<file path="src/sv/zero_export_power_setpoint_top_defines.svh">
// Assertion macros for the zero-export power setpoint block.
// Included by the controller and datapath; expects clk and rst in scope.
`ifndef ZERO_EXPORT_POWER_SETPOINT_TOP_DEFINES_SVH
`define ZERO_EXPORT_POWER_SETPOINT_TOP_DEFINES_SVH
`ifndef SYNTHESIS
`define ZEPS_ASSERT_IMP(label, ante, cons) \
  label: assert property (@(posedge clk) disable iff (rst) (ante) |-> (cons)) \
    else $error("zeps: %m check failed");
`define ZEPS_ASSERT_NXT(label, ante, cons) \
  label: assert property (@(posedge clk) disable iff (rst) (ante) |=> (cons)) \
    else $error("zeps: %m check failed");
`else
`define ZEPS_ASSERT_IMP(label, ante, cons)
`define ZEPS_ASSERT_NXT(label, ante, cons)
`endif
`endif

</file>
<file path="src/sv/zeps_pkg.sv">
// Shared types and constants for the zero-export power setpoint block.
// No dependencies; used by all interfaces and modules of the block.
package zeps_pkg;

  localparam int GAIN_PERCENT = 100;
  localparam int PCT_SCALE    = 100;

  localparam int STAMP_W  = 32;
  localparam int GRID_W   = 16;
  localparam int GEXT_W   = GRID_W + 1;
  localparam int DEM_W    = 14;
  localparam int TGT_W    = 16;
  localparam int SRC_W    = 3;
  localparam int CNT_W    = 5;
  localparam int TOL_W    = 10;
  localparam int PWR_W    = 16;
  localparam int MAXP_W   = 14;
  localparam int CFG_IDX_W  = 3;
  localparam int CFG_DATA_W = 16;

  // |grid| * gain needs 22 bits; count * 100 needs 12 bits
  localparam int NUM_W      = 22;
  localparam int DEN_W      = 12;
  localparam int SUM_W      = 19;
  localparam int DIV_CNT_W  = $clog2(NUM_W);

  typedef enum logic [SRC_W-1:0] {
    SRC_STOP      = 3'd0,
    SRC_STATIC    = 3'd1,
    SRC_FALLBACK  = 3'd2,
    SRC_REGULATED = 3'd3,
    SRC_HELD      = 3'd4
  } src_t;

  typedef enum logic [CFG_IDX_W-1:0] {
    CFG_STATIC_MODE   = 3'd0,
    CFG_STATIC_POWER  = 3'd1,
    CFG_FALLBACK_PWR  = 3'd2,
    CFG_INV_COUNT     = 3'd3,
    CFG_IMPORT_TOL    = 3'd4,
    CFG_EXPORT_TOL    = 3'd5,
    CFG_MAX_POWER     = 3'd6,
    CFG_NIGHT_MAX     = 3'd7
  } cfg_idx_t;

  typedef struct packed {
    logic              static_mode;
    logic [PWR_W-1:0]  static_power_w;
    logic [PWR_W-1:0]  fallback_power_w;
    logic [CNT_W-1:0]  inverter_count;
    logic [TOL_W-1:0]  import_tolerance_w;
    logic [TOL_W-1:0]  export_tolerance_w;
    logic [MAXP_W-1:0] max_power_w;
    logic [MAXP_W-1:0] night_max_power_w;
  } cfg_t;

  typedef struct packed {
    logic load;
    logic decide;
    logic step;
    logic finish;
  } dp_cmd_t;

  typedef struct packed {
    logic need_div;
  } dp_sts_t;

endpackage

</file>
<file path="src/sv/zeps_tick_if.sv">
// Request channel carrying one regulation tick.
// Depends on zeps_pkg for field widths.
interface zeps_tick_if;
  import zeps_pkg::*;
  logic               valid;
  logic               ready;
  logic               emergency_stop;
  logic               fallback_active;
  logic               night_mode;
  logic [STAMP_W-1:0] measurement_stamp;
  logic [GRID_W-1:0]  grid_power_w;
  logic [DEM_W-1:0]   current_demand_w;

  modport source (output valid, emergency_stop, fallback_active, night_mode,
                  measurement_stamp, grid_power_w, current_demand_w, input ready);
  modport sink (input valid, emergency_stop, fallback_active, night_mode,
                measurement_stamp, grid_power_w, current_demand_w, output ready);
endinterface

</file>
<file path="src/sv/zeps_setpoint_if.sv">
// Request channel carrying one per-inverter setpoint result.
// Depends on zeps_pkg for field widths.
interface zeps_setpoint_if;
  import zeps_pkg::*;
  logic             valid;
  logic             ready;
  logic [TGT_W-1:0] target_power_w;
  logic [SRC_W-1:0] target_source;

  modport source (output valid, target_power_w, target_source, input ready);
  modport sink (input valid, target_power_w, target_source, output ready);
endinterface

</file>
<file path="src/sv/zeps_cfg_if.sv">
// Configuration write channel: register index and write data.
// Depends on zeps_pkg for field widths.
interface zeps_cfg_if;
  import zeps_pkg::*;
  logic                  valid;
  logic                  ready;
  logic [CFG_IDX_W-1:0]  index;
  logic [CFG_DATA_W-1:0] data;

  modport source (output valid, index, data, input ready);
  modport sink (input valid, index, data, output ready);
endinterface

</file>
<file path="src/sv/zeps_regs.sv">
// Configuration register file, written through the configuration channel.
// Depends on zeps_pkg for cfg_t and register indexes.
module zeps_regs (
  input  logic                           clk,
  input  logic                           rst,
  input  logic                           wr_valid,
  output logic                           wr_ready,
  input  logic [zeps_pkg::CFG_IDX_W-1:0] wr_index,
  input  logic [zeps_pkg::CFG_DATA_W-1:0] wr_data,
  output zeps_pkg::cfg_t                 cfg
);
  import zeps_pkg::*;

  assign wr_ready = 1'b1;

  always_ff @(posedge clk) begin
    if (rst) begin
      cfg.static_mode        <= 1'b0;
      cfg.static_power_w     <= '0;
      cfg.fallback_power_w   <= '0;
      cfg.inverter_count     <= CNT_W'(1);
      cfg.import_tolerance_w <= '0;
      cfg.export_tolerance_w <= '0;
      cfg.max_power_w        <= '1;
      cfg.night_max_power_w  <= '1;
    end else if (wr_valid) begin
      case (cfg_idx_t'(wr_index))
        CFG_STATIC_MODE:  cfg.static_mode        <= wr_data[0];
        CFG_STATIC_POWER: cfg.static_power_w     <= wr_data[PWR_W-1:0];
        CFG_FALLBACK_PWR: cfg.fallback_power_w   <= wr_data[PWR_W-1:0];
        CFG_INV_COUNT:    cfg.inverter_count     <= wr_data[CNT_W-1:0];
        CFG_IMPORT_TOL:   cfg.import_tolerance_w <= wr_data[TOL_W-1:0];
        CFG_EXPORT_TOL:   cfg.export_tolerance_w <= wr_data[TOL_W-1:0];
        CFG_MAX_POWER:    cfg.max_power_w        <= wr_data[MAXP_W-1:0];
        CFG_NIGHT_MAX:    cfg.night_max_power_w  <= wr_data[MAXP_W-1:0];
        default: ;
      endcase
    end
  end

endmodule

</file>
<file path="src/sv/zeps_ctrl.sv">
// Sequencing state machine: accept, decide, divide, finish.
// Depends on zeps_pkg and the assertion macro header.
`include "zero_export_power_setpoint_top_defines.svh"
module zeps_ctrl (
  input  logic              clk,
  input  logic              rst,
  input  logic              in_valid,
  output logic              in_ready,
  output logic              out_valid,
  input  logic              out_ready,
  input  zeps_pkg::dp_sts_t sts,
  output zeps_pkg::dp_cmd_t cmd
);
  import zeps_pkg::*;

  typedef enum logic [1:0] {
    S_IDLE,
    S_DECIDE,
    S_DIV,
    S_FIN
  } state_t;

  state_t               state;
  logic [DIV_CNT_W-1:0] cnt;

  assign in_ready   = (state == S_IDLE);
  assign cmd.load   = in_valid && in_ready;
  assign cmd.decide = (state == S_DECIDE);
  assign cmd.step   = (state == S_DIV);
  assign cmd.finish = (state == S_FIN) && (!out_valid || out_ready);

  always_ff @(posedge clk) begin
    if (rst) begin
      state     <= S_IDLE;
      cnt       <= '0;
      out_valid <= 1'b0;
    end else begin
      case (state)
        S_IDLE: begin
          if (in_valid) state <= S_DECIDE;
        end
        S_DECIDE: begin
          if (sts.need_div) begin
            state <= S_DIV;
            cnt   <= DIV_CNT_W'(NUM_W - 1);
          end else begin
            state <= S_FIN;
          end
        end
        S_DIV: begin
          if (cnt == '0) state <= S_FIN;
          else cnt <= cnt - DIV_CNT_W'(1);
        end
        S_FIN: begin
          if (!out_valid || out_ready) state <= S_IDLE;
        end
        default: state <= S_IDLE;
      endcase
      if (cmd.finish) out_valid <= 1'b1;
      else if (out_ready) out_valid <= 1'b0;
    end
  end

  `ZEPS_ASSERT_NXT(a_accept_decide, in_valid && in_ready, state == S_DECIDE)
  `ZEPS_ASSERT_IMP(a_result_from_fin, $rose(out_valid), $past(state == S_FIN))
  `ZEPS_ASSERT_NXT(a_div_ends, state == S_DIV && cnt == '0, state == S_FIN)

endmodule

</file>
<file path="src/sv/zeps_dp.sv">
// Datapath: input latch, mode select, shared restoring divider, clamps,
// regulation state and the result register. Depends on zeps_pkg and the macro header.
`include "zero_export_power_setpoint_top_defines.svh"
module zeps_dp (
  input  logic                         clk,
  input  logic                         rst,
  input  zeps_pkg::cfg_t               cfg,
  input  zeps_pkg::dp_cmd_t            cmd,
  output zeps_pkg::dp_sts_t            sts,
  input  logic                         emergency_stop,
  input  logic                         fallback_active,
  input  logic                         night_mode,
  input  logic [zeps_pkg::STAMP_W-1:0] measurement_stamp,
  input  logic [zeps_pkg::GRID_W-1:0]  grid_power_w,
  input  logic [zeps_pkg::DEM_W-1:0]   current_demand_w,
  output logic [zeps_pkg::TGT_W-1:0]   target_power_w,
  output logic [zeps_pkg::SRC_W-1:0]   target_source
);
  import zeps_pkg::*;

  logic               estop_q;
  logic               fallback_q;
  logic               night_q;
  logic [STAMP_W-1:0] stamp_q;
  logic [GRID_W-1:0]  grid_q;
  logic [DEM_W-1:0]   demand_q;

  src_t               src_q;
  logic               neg_q;
  logic [NUM_W-1:0]   quo;
  logic [DEN_W-1:0]   rem;
  logic [DEN_W-1:0]   den;

  logic [STAMP_W-1:0] last_stamp;
  logic [DEM_W-1:0]   last_target;

  logic [CNT_W-1:0]        count_eff;
  logic signed [GEXT_W-1:0] grid_ext;
  logic signed [GEXT_W-1:0] imp_s;
  logic signed [GEXT_W-1:0] exp_s;
  logic [GEXT_W-1:0]       grid_mag;
  logic                    correct;
  src_t                    src_sel;
  logic [NUM_W-1:0]        num_sel;
  logic [DEN_W-1:0]        den_sel;

  logic [DEN_W:0]          shifted;
  logic                    fits;

  logic signed [SUM_W-1:0] q_s;
  logic signed [SUM_W-1:0] dem_s;
  logic signed [SUM_W-1:0] max_s;
  logic signed [SUM_W-1:0] sum;
  logic [DEM_W-1:0]        reg_tgt;
  logic [TGT_W-1:0]        pre_tgt;
  logic [TGT_W-1:0]        fin_tgt;

  assign count_eff = (cfg.inverter_count == '0) ? CNT_W'(1) : cfg.inverter_count;
  assign grid_ext  = $signed({grid_q[GRID_W-1], grid_q});
  assign imp_s     = $signed({{(GEXT_W-TOL_W){1'b0}}, cfg.import_tolerance_w});
  assign exp_s     = $signed({{(GEXT_W-TOL_W){1'b0}}, cfg.export_tolerance_w});
  assign grid_mag  = grid_q[GRID_W-1] ? GEXT_W'(-grid_ext) : GEXT_W'(grid_ext);
  assign correct   = (grid_ext >= imp_s) || (grid_ext <= -exp_s);

  always_comb begin
    if (estop_q) src_sel = SRC_STOP;
    else if (cfg.static_mode) src_sel = SRC_STATIC;
    else if (fallback_q) src_sel = SRC_FALLBACK;
    else if (stamp_q != last_stamp) src_sel = SRC_REGULATED;
    else src_sel = SRC_HELD;
  end

  always_comb begin
    case (src_sel)
      SRC_STATIC: begin
        num_sel = NUM_W'(cfg.static_power_w);
        den_sel = DEN_W'(count_eff);
      end
      SRC_FALLBACK: begin
        num_sel = NUM_W'(cfg.fallback_power_w);
        den_sel = DEN_W'(count_eff);
      end
      SRC_REGULATED: begin
        num_sel = correct ? NUM_W'(grid_mag * GAIN_PERCENT) : '0;
        den_sel = DEN_W'(count_eff * PCT_SCALE);
      end
      default: begin
        num_sel = '0;
        den_sel = DEN_W'(count_eff);
      end
    endcase
  end

  assign sts.need_div = (src_sel == SRC_STATIC) || (src_sel == SRC_FALLBACK) ||
                        (src_sel == SRC_REGULATED);

  assign shifted = {rem, quo[NUM_W-1]};
  assign fits    = (shifted >= {1'b0, den});

  assign q_s   = neg_q ? -$signed({{(SUM_W-GEXT_W){1'b0}}, quo[GEXT_W-1:0]})
                       : $signed({{(SUM_W-GEXT_W){1'b0}}, quo[GEXT_W-1:0]});
  assign dem_s = $signed({{(SUM_W-DEM_W){1'b0}}, demand_q});
  assign max_s = $signed({{(SUM_W-MAXP_W){1'b0}}, cfg.max_power_w});
  assign sum   = dem_s + q_s;

  always_comb begin
    if (sum < 0) reg_tgt = '0;
    else if (sum > max_s) reg_tgt = cfg.max_power_w;
    else reg_tgt = sum[DEM_W-1:0];
  end

  always_comb begin
    case (src_q)
      SRC_STATIC, SRC_FALLBACK: pre_tgt = quo[TGT_W-1:0];
      SRC_REGULATED:            pre_tgt = TGT_W'(reg_tgt);
      SRC_HELD:                 pre_tgt = TGT_W'(last_target);
      default:                  pre_tgt = '0;
    endcase
    fin_tgt = pre_tgt;
    if (night_q && (src_q != SRC_STOP) && (pre_tgt > TGT_W'(cfg.night_max_power_w)))
      fin_tgt = TGT_W'(cfg.night_max_power_w);
  end

  always_ff @(posedge clk) begin
    if (cmd.load) begin
      estop_q    <= emergency_stop;
      fallback_q <= fallback_active;
      night_q    <= night_mode;
      stamp_q    <= measurement_stamp;
      grid_q     <= grid_power_w;
      demand_q   <= current_demand_w;
    end
    if (cmd.decide) begin
      src_q <= src_sel;
      neg_q <= grid_q[GRID_W-1];
      quo   <= num_sel;
      rem   <= '0;
      den   <= den_sel;
    end else if (cmd.step) begin
      quo <= {quo[NUM_W-2:0], fits};
      rem <= fits ? DEN_W'(shifted - {1'b0, den}) : shifted[DEN_W-1:0];
    end
    if (cmd.finish) begin
      target_power_w <= fin_tgt;
      target_source  <= SRC_W'(src_q);
    end
  end

  always_ff @(posedge clk) begin
    if (rst) begin
      last_stamp  <= '0;
      last_target <= '0;
    end else if (cmd.finish && (src_q == SRC_REGULATED)) begin
      last_stamp  <= stamp_q;
      last_target <= reg_tgt;
    end
  end

  `ZEPS_ASSERT_NXT(a_stored_in_range, cmd.finish && src_q == SRC_REGULATED, last_target <= $past(cfg.max_power_w))
  `ZEPS_ASSERT_NXT(a_stop_zero, cmd.finish && src_q == SRC_STOP, target_power_w == '0)

endmodule

</file>
<file path="src/sv/zero_export_power_setpoint_top.sv">
// Top level of the zero-export power setpoint block.
// Depends on zeps_pkg, the channel interfaces, zeps_regs, zeps_ctrl and zeps_dp.
//
// One tick request yields one per-inverter setpoint with its source code.
// Ticks that need a division (static, fallback, new measurement) pass through
// the shared restoring divider, which produces one quotient bit per cycle
// over 22 bits; emergency stop and held ticks skip the divider.
// The result sits in an
// output register, so the next tick is accepted while a result waits to be
// taken. Configuration writes are taken every cycle.
module zero_export_power_setpoint_top (
  input logic       clk,
  input logic       rst,
  zeps_tick_if.sink       tick,
  zeps_setpoint_if.source setpoint,
  zeps_cfg_if.sink        cfg
);
  import zeps_pkg::*;

  cfg_t    cfg_q;
  dp_cmd_t cmd;
  dp_sts_t sts;

  zeps_regs u_regs (
    .clk      (clk),
    .rst      (rst),
    .wr_valid (cfg.valid),
    .wr_ready (cfg.ready),
    .wr_index (cfg.index),
    .wr_data  (cfg.data),
    .cfg      (cfg_q)
  );

  zeps_ctrl u_ctrl (
    .clk       (clk),
    .rst       (rst),
    .in_valid  (tick.valid),
    .in_ready  (tick.ready),
    .out_valid (setpoint.valid),
    .out_ready (setpoint.ready),
    .sts       (sts),
    .cmd       (cmd)
  );

  zeps_dp u_dp (
    .clk               (clk),
    .rst               (rst),
    .cfg               (cfg_q),
    .cmd               (cmd),
    .sts               (sts),
    .emergency_stop    (tick.emergency_stop),
    .fallback_active   (tick.fallback_active),
    .night_mode        (tick.night_mode),
    .measurement_stamp (tick.measurement_stamp),
    .grid_power_w      (tick.grid_power_w),
    .current_demand_w  (tick.current_demand_w),
    .target_power_w    (setpoint.target_power_w),
    .target_source     (setpoint.target_source)
  );

endmodule
</file>
<file path="src/flat_wrapper.sv">
// flat-port wrapper written by rule: the top's interface ports become plain ports
module zero_export_power_setpoint_top_flat import zeps_pkg::*;
  (clk, rst, tick_valid, tick_emergency_stop, tick_fallback_active, tick_night_mode, tick_measurement_stamp, tick_grid_power_w, tick_current_demand_w, tick_ready, setpoint_valid, setpoint_target_power_w, setpoint_target_source, setpoint_ready, cfg_valid, cfg_index, cfg_data, cfg_ready);
  zeps_tick_if tick_i ();
  zeps_setpoint_if setpoint_i ();
  zeps_cfg_if cfg_i ();
  input logic clk;
  input logic rst;
  input wire logic [$bits(tick_i.valid)-1:0] tick_valid;
  input wire logic [$bits(tick_i.emergency_stop)-1:0] tick_emergency_stop;
  input wire logic [$bits(tick_i.fallback_active)-1:0] tick_fallback_active;
  input wire logic [$bits(tick_i.night_mode)-1:0] tick_night_mode;
  input wire logic [$bits(tick_i.measurement_stamp)-1:0] tick_measurement_stamp;
  input wire logic [$bits(tick_i.grid_power_w)-1:0] tick_grid_power_w;
  input wire logic [$bits(tick_i.current_demand_w)-1:0] tick_current_demand_w;
  output wire logic [$bits(tick_i.ready)-1:0] tick_ready;
  output wire logic [$bits(setpoint_i.valid)-1:0] setpoint_valid;
  output wire logic [$bits(setpoint_i.target_power_w)-1:0] setpoint_target_power_w;
  output wire logic [$bits(setpoint_i.target_source)-1:0] setpoint_target_source;
  input wire logic [$bits(setpoint_i.ready)-1:0] setpoint_ready;
  input wire logic [$bits(cfg_i.valid)-1:0] cfg_valid;
  input wire logic [$bits(cfg_i.index)-1:0] cfg_index;
  input wire logic [$bits(cfg_i.data)-1:0] cfg_data;
  output wire logic [$bits(cfg_i.ready)-1:0] cfg_ready;
  assign tick_i.valid = tick_valid;
  assign tick_i.emergency_stop = tick_emergency_stop;
  assign tick_i.fallback_active = tick_fallback_active;
  assign tick_i.night_mode = tick_night_mode;
  assign tick_i.measurement_stamp = tick_measurement_stamp;
  assign tick_i.grid_power_w = tick_grid_power_w;
  assign tick_i.current_demand_w = tick_current_demand_w;
  assign tick_ready = tick_i.ready;
  assign setpoint_valid = setpoint_i.valid;
  assign setpoint_target_power_w = setpoint_i.target_power_w;
  assign setpoint_target_source = setpoint_i.target_source;
  assign setpoint_i.ready = setpoint_ready;
  assign cfg_i.valid = cfg_valid;
  assign cfg_i.index = cfg_index;
  assign cfg_i.data = cfg_data;
  assign cfg_ready = cfg_i.ready;
  zero_export_power_setpoint_top u_core (.clk(clk), .rst(rst), .tick(tick_i), .setpoint(setpoint_i), .cfg(cfg_i));
endmodule
</file>
<file path="config.mk">
export PLATFORM = sky130hd
export DESIGN_NAME = zero_export_power_setpoint_top_flat
export DESIGN_NICKNAME = d
export VERILOG_FILES = /design/src/sv/zeps_pkg.sv /design/src/sv/zeps_tick_if.sv /design/src/sv/zeps_setpoint_if.sv /design/src/sv/zeps_cfg_if.sv /design/src/sv/zeps_regs.sv /design/src/sv/zeps_ctrl.sv /design/src/sv/zeps_dp.sv /design/src/sv/zero_export_power_setpoint_top.sv /design/src/flat_wrapper.sv
export VERILOG_INCLUDE_DIRS = /design/src /design/src/sv
export SDC_FILE = /design/constraint.sdc
export NUM_CORES = 1
export LEC_CHECK = 0
export BUFFER_PORTS_ARGS = -buffer_cell sky130_fd_sc_hd__buf_4
export CORE_MARGIN = 5
export CORE_UTILIZATION = 41
export DETAILED_ROUTE_END_ITERATION = 7
export GPL_TIMING_DRIVEN = 0
export PLACE_DENSITY_LB_ADDON = 0.25
export SKIP_CTS_REPAIR_TIMING = 1
export SYNTH_ARGS = -nofsm -noshare
export SYNTH_HDL_FRONTEND = slang
export SYNTH_SLANG_ARGS = --single-unit
</file>
<file path="constraint.sdc">
create_clock -name clk -period 22.6 [get_ports clk]
set_input_delay 1.13 -clock clk [delete_from_list [all_inputs] [get_ports clk]]
set_output_delay 1.13 -clock clk [all_outputs]
set_load 0.01 [all_outputs]
</file>
**Word level (Yosys, flattened, before mapping)**

Cells that the tools add are included.

- Bits in registers: 274
- Bits of input ports: 89
- Output and inout port bits: 22
- Word-level logic and storage cells: 121

- $add $sub $neg: 6
- Multipliers: 2
- Magnitude comparators: 6
- Equality and inequality tests: 23
- Multiplexer cells: 27
- Reductions and logical operators: 28

Operators by type and width:

| operator | count |
|---|---|
| $mux W22 | 3 |
| $pmux W22 S3 | 1 |
| $pmux W16 S3 | 1 |
| $mux W14 | 3 |
| $ne A32 B32 Y1 | 1 |
| $mul A17 B5 Y20 const B | 1 |
| $mux W5 | 4 |
| $add A15 B19 Y19 | 1 |
| $gt A19 B15 Y1 | 1 |
| $lt A19 B1 Y1 const B | 1 |
| $mux W19 | 1 |
| $neg A17 Y19 | 1 |
| $eq A3 B2 Y1 const B | 6 |
| $le A16 B17 Y1 | 1 |
| $mux W17 | 1 |
| $neg A10 Y17 | 1 |
| $neg A16 Y17 | 1 |
| $ge A16 B11 Y1 | 1 |
| $gt A16 B14 Y1 | 1 |
| $reduce_and A2 Y1 | 8 |
| $eq A3 B3 Y1 const B | 5 |
| $ge A13 B12 Y1 | 1 |
| $mux W12 | 1 |
| $mux W3 | 4 |
| other kinds (22) | 42 |

**Longest topological paths before layout**

- Word-level depth: 10
- Mapped depth: 33
- Mapped depth without buffers: 32

**By module**

Synthesis repeated with hierarchy kept, for this count alone.

- Cells, all modules: 1763
- Area total of the unflattened synthesis: 17013.8 µm²

Modules (own cells, without submodules):

| module | instances | cells an instance | area an instance (µm²) |
|---|---|---|---|
| zeps_dp | 1 | 1376 | 12997.5 |
| zeps_regs | 1 | 326 | 3487.1 |
| zeps_ctrl | 1 | 61 | 529.3 |

**Worst setup path after synthesis**

OpenSTA, ideal clock, no wires.

- Kind: register to register
- Start: register u_core.u_dp.quo[0]
- End: register u_core.u_dp.target_power_w[0] (netlist name), data pin
- Arrival time: 7.049 ns
- Setup slack: 15.287 ns
- Stages on the path, launching flop included: 31
- Path buffers: 1
- Path through: edfxtp_1 -> inv_1 -> ha_1 -> or3b_2 -> or4_1 -> o41ai_1 -> xnor2_1 -> ha_1 -> a21o_1 -> a211oi_1 -> o31ai_1 -> a21oi_1 -> xnor2_1 -> ha_1 -> a2111oi_0 -> o211ai_1 -> a211oi_4 -> mux2i_1 -> o21ai_0 -> ha_1 -> nor2b_1 -> o21a_1 -> o21a_1 -> o21ai_0 -> nand2b_1 -> a211oi_1 -> o21ai_0 -> o311ai_1 -> clkbuf_1 -> mux2i_1 -> o21ai_0

- Longest elaborated chain between the ends: 10
- Elaborated cells between the ends (all ways): 11
- Those cells by class: add/sub (2); order compare (3); mux (5); reduce/logical (1)

RTL lines:

| item | RTL line | source |
|---|---|---|
| from (decl) | zeps_dp.sv:30 | `logic [NUM_W-1:0] quo;` |
| from (signal assigned) | zeps_dp.sv:136 | `quo <= num_sel;` |
| from (signal assigned) | zeps_dp.sv:140 | `quo <= {quo[NUM_W-2:0], fits};` |
| $neg A17 Y19 | zeps_dp.sv:100 | `assign q_s = neg_q ? -$signed({{(SUM_W-GEXT_W){1'b0}}, quo[GEXT_W-1:0]})` |
| $mux W19 | zeps_dp.sv:100 |  |
| $add A15 B19 Y19 | zeps_dp.sv:104 | `assign sum = dem_s + q_s;` |
| $gt A19 B15 Y1 | zeps_dp.sv:108 | `else if (sum > max_s) reg_tgt = cfg.max_power_w;` |
| $mux W14 | zeps_dp.sv:108 |  |
| $mux W14 | zeps_dp.sv:107 | `if (sum < 0) reg_tgt = '0;` |
| $pmux W16 S3 (*) | zeps_dp.sv:113 | `case (src_q)` |
| $gt A16 B14 Y1 | zeps_dp.sv:120 | `if (night_q && (src_q != SRC_STOP) && (pre_tgt > TGT_W'(cfg.night_max_power_w)))` |
| $logic_and A1 B1 Y1 | zeps_dp.sv:120 |  |
| $mux W14 (*) | zeps_dp.sv:120 |  |
| net u_core.u_dp.fin_tgt[0] | zeps_dp.sv:56 | `logic [TGT_W-1:0] fin_tgt;` |
| to (signal assigned) | zeps_dp.sv:144 | `target_power_w <= fin_tgt;` |
| to (decl) | zeps_dp.sv:16 | `output logic [zeps_pkg::TGT_W-1:0] target_power_w,` |

Mark *: on every way through the listed nets, which the timed path passes. The rest lies on a longest branch.
A chain may end at the register's enable or synchronous reset.

**Worst setup path after layout**

- Start: register u_core.u_dp.quo[0]
- End: register u_core.u_dp.target_power_w[6] (netlist name), data pin

Same word-level chain as after synthesis.

==> summary.md <==
| Metric | Value |
|---|---|
| CP max FO | `10` |
| GPL Wtd Cong | `around 0.90` |
| Final nets | `roughly 2,100` |
| Pwr/cell area | `about 150 nW/um^2` |
| Final Hold Viols | `0` |
| Worst path slowest cell | `clkbuf_1` |
| Vias in the first global route | `between 10,000 and 15,000` |
| Element type at the critical path end | `flop` |
| Avg Inst Size Synth | `between 9 and 10 sq um` |
| Synth top cells by count | `269 x nand2_1, 156 x ha_1, 152 x dfxtp_1` |
| Vias | `12,866` |
| WL/cell | `roughly 18 um` |
| Final Setup Violations | `0` |
| Pin count of the biggest net entering global routing | `between 50 and 60` |
| Pre-CTS setup slack | `around 14,000 ps` |
| Worst endpoint data arrival time | `9340 ps` |
| CP Buf/Inv Count | `2` |
| Area delta synth->final | `15.57%` |
| Seq cells post-synth | `between 200 and 300` |
| Synth area leader | `edfxtp_1` |
| Post-route worst setup slack | `approximately 14,000 ps` |
| Num ports | `~110` |
| Post-layout util | `between 40% and 50%` |
| Drc violations | `0` |
| Max frequency | `between 0.1 and 0.15 GHz` |
| Worst-path clk slew | `about 60 ps` |
| Worst setup SP type | `flop` |
| Worst reg-to-reg setup slack | `13,550 ps` |
| Initial DRC count | `around 820` |
| Initial antenna violation count | `1` |
| Status | `finished clean` |
| Worst Skew | `between 15 and 20 ps` |
| Initial Util | `roughly 42%` |
| H-tree depth | `1` |
| RSZ-0062 raised after global routing | `false` |
| Routed Wire Length | `between 40,000 and 50,000 um` |
| Slew headroom | `27.64%` |
| Placed Instances | `between 2,000 and 2,500` |
| Slew Limit Fails | `0` |
| Number of synthesized flops with an enable pin | `~120` |
| Vias per std cell | `5.310` |
| Leak Pwr | `around 0.0077 uW` |
| Pwr Total | `2726 uW` |
| Top cells by area, synth | `edfxtp_1 23%, dfxtp_1 19%, ha_1 12%` |
| Sequential area share after synthesis | `41.69%` |
| Buffers on Ports | `between 100 and 150` |
| Cell with the most instances after synthesis | `nand2_1` |
| Root Buffer | `clkbuf_16` |
| CTS Buf Count | `31` |
| Required @ worst endpoint | `22,890 ps` |
| Unique masters post-synth | `72` |
| Post-synthesis async set-or-reset flop share | `0%` |
| Die height | `208.1 um` |
| Crit Path Class | `flop to flop` |
| DRT Pass-1 Iters | `6` |
| Post-Synthesis Cell Area | `roughly 16,000 sq um` |
| CP dominant cell by count | `ha_1` |
| Core region area | `between 30,000 and 40,000 sq um` |
| Post-Layout Cell Count | `2,423` |
| Clock Latency Late Sink | `just under 600 ps` |
| Peak VDD IR | `0.08373 mV` |
| Global Route Usage Sum | `about a fifth` |
| Min-Delay Path Class | `flop to flop` |
| First-pass GRT wire length | `~70,000 um` |
| Largest stage delay on the critical path | `640 ps` |
| Worst-Margin Slew | `between 1000 and 1500 ps` |
| Final Critical Period | `roughly 9100 ps` |
| Yosys top cell area share | `approximately 23%` |
| Fin crit share | `around 40%` |
| Setup TNS | `0 ps` |
| DIE WIDTH | `roughly 210 um` |
| Top delay family on crit path | `compound AO/OA/AOI/OAI gates` |
| Fraction of layout cells with a size suffix above 1 | `roughly a tenth` |
| Ys Warns | `0` |
| Max-cap violations | `0` |
| Total grt overflow | `0` |
| Primary FF master, synth | `dfxtp_1` |
| CTS tree | `done` |
| CTS Sinks | `between 200 and 300` |
| Clock Path Buffers | `3` |
| Post-synthesis instance total | `about 1,700` |
| Die Area | `around 43,000 sq um` |
| # rows | `72` |
| DP HPWL | `32,930 um` |
| Routed Antenna Nets | `0` |
## sequential cells by signal, summed over array words and instances, names as in the netlist, 2 cells and up
signal,cells
u_core.u_ctrl.cnt,5
u_core.u_ctrl.state,2
u_core.u_dp.demand_q,14
u_core.u_dp.den,12
u_core.u_dp.grid_q,16
u_core.u_dp.last_stamp,32
u_core.u_dp.last_target,14
u_core.u_dp.quo,22
u_core.u_dp.rem,12
u_core.u_dp.src_q,3
u_core.u_dp.stamp_q,32
u_core.u_dp.target_power_w,16
u_core.u_dp.target_source,3
u_core.u_regs.cfg,86
## path summary, 6_finish.rpt
path	start	end	cells after the start
min	u_core.u_dp.last_target[12]	u_core.u_dp.last_target[12]	2
max reg2reg	u_core.u_dp.quo[0]	u_core.u_dp.target_power_w[6]	30
max	u_core.u_dp.quo[0]	u_core.u_dp.target_power_w[6]	30
min reg2reg	u_core.u_dp.last_target[12]	u_core.u_dp.last_target[12]	2
## metrics by stage
stage	hold slack, ps	cell area (sq um)
floorplan	424.4	16090
global placement	437.0	17530
detailed placement	445.2	17580
CTS	453.7	18590
global route	473.3	18590
finish	454.8	18590
## power by group
group          leakage, uW  internal [uW]  total [uW]  switching (uW)
registers          0.00239            640         731            91.5
logic              0.00476            629        1500             869
clock network     0.000497            288         498             210
total              0.00765           1560        2730            1170
## layout by cell type (no fill, tap or decap), types with 21 or more instances in the layout
cell type | synthesis | layout
a21oi_1 | 150 | 150
clkbuf_1 | 69 | 74
xnor2_1 | 85 | 85
ha_1 | 156 | 156
clkbuf_16 | 0 | 31
nand2_1 | 269 | 269
edfxtp_1 | 122 | 122
xor2_1 | 21 | 21
mux2i_1 | 36 | 36
inv_1 | 144 | 144
nor2_1 | 100 | 100
buf_4 | 1 | 107
dfxtp_1 | 152 | 152
o21ai_0 | 50 | 50
## area by class of cell
type                            instances  area [sq um]
Fill cell                            3759         20150
Multi-Input combinational cell       1245          8554
Sequential cell                       274          6706
Clock buffer                           40         849.6
Timing Repair Buffer                  108         838.3
Tap cell                              518         648.1
Inverter                              145         544.3
Buffer                                 74         290.3
Clock inverter                         18         157.7
Antenna cell                            1         2.502
## metal layers
metal	vias up	track usage (%)	wire (um)
met5	-	0	0
met4	0	4.734	1082
met3	67	3.088	2668
met2	346	32.72	20260
met1	6054	25.71	18740
li1	6399	-	-
## kinds of logic (layout without fill, tap and decap cells)
kind of cell | Yosys count | in the layout | share of synthesized area [%]
fa+ha+maj | 171 | 171 | 14.00
buf+inv | 219 | 385 | 5.188
simple gates | 529 | 529 | 15.03
mux | 40 | 40 | 2.520
flops | 274 | 274 | 41.69
xor+xnor | 106 | 106 | 5.771
other cells | 1 | 3 | 0.02331
compound gates | 397 | 397 | 15.77
## worst register-to-register path, delay by kind of cell, from the launching register on
family | cells | cell delay, ps
buffers and inverters | 2 | 880
AOI/OAI and AO/OA | 16 | 3880
DFF | 1 | 590
and+or+nand+nor | 4 | 1250
xor gates and xnor gates | 2 | 380
muxes | 2 | 640
adders and majority gates | 4 | 1140
(Power assumes the default switching activity.)
